==> config.mk <==
export PLATFORM = sky130hd
export DESIGN_NAME = matrix_multiply_3x3_unit
export DESIGN_NICKNAME = d
export VERILOG_FILES = /design/src/rtl/mm3_pkg.sv /design/src/rtl/matrix_multiply_3x3_unit.sv
export SDC_FILE = /design/constraint.sdc
export NUM_CORES = 2
export LEC_CHECK = 0
export ABC_AREA = 1
export BUFFER_PORTS_ARGS = -buffer_cell sky130_fd_sc_hd__buf_2
export CORE_UTILIZATION = 65
export DETAILED_ROUTE_END_ITERATION = 7
export PLACE_DENSITY = 0.82
export SLEW_MARGIN = 0
export SYNTH_ARGS = -nofsm -noshare
export SYNTH_HDL_FRONTEND = slang
export SYNTH_SLANG_ARGS = --single-unit
==> constraint.sdc <==
create_clock -name i_clk -period 11.3 [get_ports i_clk]
set_input_delay 2.26 -clock i_clk [delete_from_list [all_inputs] [get_ports i_clk]]
set_output_delay 2.26 -clock i_clk [all_outputs]
set_load 0.02 [all_outputs]
==> src/rtl/mm3_pkg.sv <==
package mm3_pkg;

    localparam int DIM = 3;
    localparam int CELLS = DIM * DIM;
    localparam int CNT_W = 5;
    localparam int ADDR_W = 4;
    localparam int IDX_W = 2;

    localparam logic [CNT_W-1:0] LAST_LOAD = CNT_W'(2 * CELLS - 1);
    localparam logic [CNT_W-1:0] B_BASE = CNT_W'(CELLS);
    localparam logic [IDX_W-1:0] IDX_MAX = IDX_W'(DIM - 1);

    typedef enum logic {
        ST_LOAD,
        ST_CALC
    } t_state;

    typedef struct packed {
        logic             valid;
        logic             k_first;
        logic             k_last;
        logic [IDX_W-1:0] row;
        logic [IDX_W-1:0] col;
        logic             last;
    } t_tag;

endpackage

==> src/rtl/matrix_multiply_3x3_unit.sv <==
// The first result follows the transfer of the eighteenth element through the read registers,
// the product register, the accumulator and the output register. One shared multiplier computes
// 27 products, one per cycle while the output is not stalled; no new element is taken until all are issued.
// Input stall stays high in the compute state; output stall holds the whole datapath.
// Reset clears the load count, the sequencer and all valid flags; the matrix stores are not
// cleared, and their contents reach a valid result only after a full group has been written.
module matrix_multiply_3x3_unit #(
    parameter int ELEM_WIDTH = 32,
    parameter int FRAC_BITS = 16
) (
    input  logic                         i_clk,
    input  logic                         i_rst_n,
    input  logic                         i_valid,
    output logic                         o_stall,
    input  logic signed [ELEM_WIDTH-1:0] i_elem_value,
    output logic                         o_valid,
    input  logic                         i_stall,
    output logic signed [ELEM_WIDTH-1:0] o_product_value,
    output logic [1:0]                   o_row_index,
    output logic [1:0]                   o_col_index,
    output logic                         o_last_flag
);
    import mm3_pkg::*;

    localparam int PROD_W = 2 * ELEM_WIDTH;
    localparam int SUM_W = PROD_W + 2;

    logic [ELEM_WIDTH-1:0] a_mem [CELLS];
    logic [ELEM_WIDTH-1:0] b_mem [CELLS];

    t_state           r_state, n_state;
    logic [CNT_W-1:0] r_count, n_count;
    logic [IDX_W-1:0] r_row, n_row;
    logic [IDX_W-1:0] r_col, n_col;
    logic [IDX_W-1:0] r_k, n_k;

    t_tag tag0;
    t_tag r_tag1, r_tag2, r_tag3;

    logic signed [ELEM_WIDTH-1:0] r_a_rd, r_b_rd;
    logic signed [PROD_W-1:0]     r_prod;
    logic signed [SUM_W-1:0]      r_acc;
    logic signed [SUM_W-1:0]      shifted;
    logic [SUM_W-ELEM_WIDTH:0]    top_bits;
    logic                         overflow;
    logic [ELEM_WIDTH-1:0]        sat_value;

    logic                  accept;
    logic                  en;
    logic [ADDR_W-1:0]     a_addr, b_addr;
    logic [CNT_W-1:0]      b_wr_cnt;

    logic                  r_out_valid;
    logic [ELEM_WIDTH-1:0] r_out_value;
    logic [IDX_W-1:0]      r_out_row, r_out_col;
    logic                  r_out_last;

    assign o_stall = (r_state != ST_LOAD);
    assign accept = i_valid && !o_stall;
    assign en = !r_out_valid || !i_stall;

    assign a_addr = ADDR_W'({r_row, 1'b0}) + ADDR_W'(r_row) + ADDR_W'(r_k);
    assign b_addr = ADDR_W'({r_k, 1'b0}) + ADDR_W'(r_k) + ADDR_W'(r_col);
    assign b_wr_cnt = r_count - B_BASE;

    always_comb begin
        n_state = r_state;
        n_count = r_count;
        n_row = r_row;
        n_col = r_col;
        n_k = r_k;
        tag0.valid = (r_state == ST_CALC);
        tag0.k_first = (r_k == '0);
        tag0.k_last = (r_k == IDX_MAX);
        tag0.row = r_row;
        tag0.col = r_col;
        tag0.last = (r_row == IDX_MAX) && (r_col == IDX_MAX);
        case (r_state)
            ST_LOAD: begin
                if (accept) begin
                    if (r_count == LAST_LOAD) begin
                        n_count = '0;
                        n_state = ST_CALC;
                        n_row = '0;
                        n_col = '0;
                        n_k = '0;
                    end else begin
                        n_count = r_count + 1'b1;
                    end
                end
            end
            ST_CALC: begin
                if (en) begin
                    if (r_k == IDX_MAX) begin
                        n_k = '0;
                        if (r_col == IDX_MAX) begin
                            n_col = '0;
                            if (r_row == IDX_MAX) begin
                                n_row = '0;
                                n_state = ST_LOAD;
                            end else begin
                                n_row = r_row + 1'b1;
                            end
                        end else begin
                            n_col = r_col + 1'b1;
                        end
                    end else begin
                        n_k = r_k + 1'b1;
                    end
                end
            end
            default: begin
                n_state = ST_LOAD;
            end
        endcase
    end

    always_ff @(posedge i_clk) begin
        if (!i_rst_n) begin
            r_state <= ST_LOAD;
            r_count <= '0;
            r_row <= '0;
            r_col <= '0;
            r_k <= '0;
        end else begin
            r_state <= n_state;
            r_count <= n_count;
            r_row <= n_row;
            r_col <= n_col;
            r_k <= n_k;
        end
    end

    always_ff @(posedge i_clk) begin
        if (accept) begin
            if (r_count < B_BASE) begin
                a_mem[r_count[ADDR_W-1:0]] <= i_elem_value;
            end else begin
                b_mem[b_wr_cnt[ADDR_W-1:0]] <= i_elem_value;
            end
        end
        if (en) begin
            r_a_rd <= a_mem[a_addr];
            r_b_rd <= b_mem[b_addr];
        end
    end

    assign shifted = r_acc >>> FRAC_BITS;
    assign top_bits = shifted[SUM_W-1:ELEM_WIDTH-1];
    assign overflow = !((&top_bits) || (~|top_bits));

    always_comb begin
        if (overflow) begin
            sat_value = shifted[SUM_W-1] ? {1'b1, {(ELEM_WIDTH-1){1'b0}}}
                                         : {1'b0, {(ELEM_WIDTH-1){1'b1}}};
        end else begin
            sat_value = shifted[ELEM_WIDTH-1:0];
        end
    end

    always_ff @(posedge i_clk) begin
        if (en) begin
            r_prod <= r_a_rd * r_b_rd;
            if (r_tag2.k_first) begin
                r_acc <= SUM_W'(r_prod);
            end else begin
                r_acc <= r_acc + SUM_W'(r_prod);
            end
            if (r_tag3.valid && r_tag3.k_last) begin
                r_out_value <= sat_value;
                r_out_row <= r_tag3.row;
                r_out_col <= r_tag3.col;
                r_out_last <= r_tag3.last;
            end
        end
    end

    always_ff @(posedge i_clk) begin
        if (!i_rst_n) begin
            r_tag1 <= '0;
            r_tag2 <= '0;
            r_tag3 <= '0;
            r_out_valid <= 1'b0;
        end else if (en) begin
            r_tag1 <= tag0;
            r_tag2 <= r_tag1;
            r_tag3 <= r_tag2;
            r_out_valid <= r_tag3.valid && r_tag3.k_last;
        end
    end

    assign o_valid = r_out_valid;
    assign o_product_value = r_out_value;
    assign o_row_index = r_out_row;
    assign o_col_index = r_out_col;
    assign o_last_flag = r_out_last;

endmodule
==> reports/qor.yml <==
sta:
  worst_slew_pin_slew_ps: 1300
  rsz0062_at_grt: "no"
  fin_crit_sh: 0.766
  setup_tns_ps: 0
  fmax_mhz: 115
  setup_viol: 0
  maxSlewHeadroom: 0.135
  hold_viol_final: 0
  fin_worst_skew_ps: 54.7
  period_minus_slack_ps: 8660
  finalMaxSlewViolations: 0
  worst_slack_ps: 2640
clocking:
  clock_latency_ps: 730
  cts.sinks: 843
  clk_path_buf_depth: 3
  clk_pin_slew_ps: 80
  cts_tree: "built"
  cts_max_level: 3
  clock-root-buffer: "clkbuf_16"
  cts_hold_buf: 0
  numCtsBuffers: 89
  cts.repair.resized: 0
  post_cts_buffers: 0
synth:
  yosys.cell_types.count: 56
  netlist_area_mm2: 0.0756
  avgSynthCellArea_um2: 9.35
  yosysTopAreaCell: "edfxtp_1"
  postSynthCellCount: 8088
  netlist.area_leader.share: 0.320
  synth_seq_cells: 843
  syn-num-nets: 9472
  ys_warn_count: 0
  synth_seq_area_share: 0.330
  synthTopCellsByArea: "edfxtp_1 32%, fa_1 29%, inv_1 9.8%, nand2_1 9.2%, ha_1 4.3%"
placed_design:
  hpwlAfterDp_um: 155000
  portBuffers: 74
  place_congestion: 1.05
  pre_cts_ws_ps: 2660
die:
  dieArea_mm2: 0.118
  ios: 75
  core_mm2: 0.115
  rows: 124
  die_y_um: 343
  start_util: 0.659
  fp.dieW_um: 343
finish:
  drive_gt1_frac: 0.0534
  final_cell_mix: "1,964 x inv_1, 1,863 x nand2_1, 1,085 x fa_1, 807 x edfxtp_1"
  final_util: 0.702
  final_nets: 9420
  final_common_cell: "inv_1"
  syn2layout_area_growth_pct: 6.52
route:
  wl_per_cell_um: 22.0
  num_vias: 56300
  first_iter_violations: 6145
  antenna_left: 0
  dr.pass1.iters: 6
  drc: 0
  viasPerCell: 5.84
  wl_um: 212000
worst_setup_path:
  critPathRequiredTime_ps: 11740
  cp.arrival_ps: 9100
  cp_max_fo: 32
  critPathLaunchType: "flip-flop"
  r2r_slack_ps: 2640
  crit_type: "reg2reg"
  endpoint_kind: "flip-flop"
worst_hold_path:
  hp-class: "reg2reg"
grt:
  grt_usage: 0.372
  grt_pass1_vias: 59700
  antenna_found_initial: 9
  grt_max_degree: 135
  grt_pass1_wl_um: 331000
  overflow: 0
flow_run:
  cap_violations: 0
outcome:
  status: "complete, no violations"
-- synthesized netlist by cell type, drive strengths merged --
cell,instances
o21bai,31
nor3,32
and3,3
edfxtp,807
nor2,344
a21oi,326
o21a,5
nand3,195
xnor2,30
clkbuf,275
nand2,1874
nor3b,2
nand3b,18
o31a,1
dfxtp,36
mux2i,128
fa,1087
inv,1991
clkinv,2
ha,261
or2,27
xor2,42
a21boi,9
o21ai,313
nor4,18
nand4,27
o211a,1
a21o,4
a22oi,1
o211ai,131
a211oi,6
o31ai,6
a31o,1
buf,43
nor2b,1
a31oi,10
-- critical path: stages (launching register included) --
cell and delay [ps]:
edfxtp_1 1140, nand2_1 320, inv_1 150, fa_1 410, inv_1 230, fa_1 510, fa_1 550, inv_1 70
fa_1 1110, inv_1 210, fa_1 530, inv_1 50, fa_1 440, fa_1 520, inv_1 60, fa_1 510
inv_1 40, ha_1 340, a21o_1 240, a31oi_1 230, o21ai_0 180, nand2_1 90, nand3_1 60, a21oi_1 160
nand2_1 80, nand2_1 60, nand2_1 50
-- worst paths after layout --
| path | from | endpoint | cells past startpoint |
|---|---|---|---|
| max | r_a_rd[31] | r_prod[59] | 26 |
| min | r_tag3[1] | o_col_index[0] | 0 |
| max reg2reg | r_a_rd[31] | r_prod[59] | 26 |
| min reg2reg | r_tag3[1] | o_col_index[0] | 0 |
-- area by class of cell --
cell class	instances	area [µm²]
Antenna cell	4	10.0
Clock inverter	63	707
Sequential cell	843	25000
Clock buffer	104	2280
Tap cell	1512	1890
Timing Repair Buffer	175	1140
Multi-Input combinational cell	4934	42100
Fill cell	8203	34200
Inverter	1993	7480
-- flip-flops by register name (all words and copies together), names as in the netlist --
signal / count
a_mem: 288
b_mem: 288
o_col_index: 2
o_last_flag: 1
o_product_value: 32
o_row_index: 2
o_stall: 1
o_valid: 1
r_a_rd: 32
r_acc: 66
r_b_rd: 32
r_col: 2
r_count: 5
r_k: 2
r_prod: 64
r_row: 2
r_tag1: 8
r_tag2: 8
r_tag3: 7
-- layer usage --
metal | track usage | wire length [µm]
met1 | 0.478 | 77000
met3 | 0.0796 | 23800
met5 | 0.00160 | 47
met2 | 0.601 | 98700
met4 | 0.190 | 12300
-- metrics by stage --
stage	cell area [µm²]	hold WS (ps)	cells
4_1_cts	80600	433	9624
6_report	80600	434	9628
2_1_floorplan	75600	403	8088
5_1_grt	80600	446	9627
3_3_place_gp	77600	414	9457
3_5_place_dp	77600	419	9457
-- logic make-up after synthesis --
kind of cell,synth area share
buffers and inverters,0.115
flip-flops,0.330
multiplexers,0.0169
adder cells (fa/ha/maj),0.331
AND/OR/NAND/NOR,0.135
AO/OA/AOI/OAI,0.0634
XOR/XNOR,0.00834
Power is not shown: default switching activity piles up to over one toggle a cycle in this logic, so the estimate is an artifact.
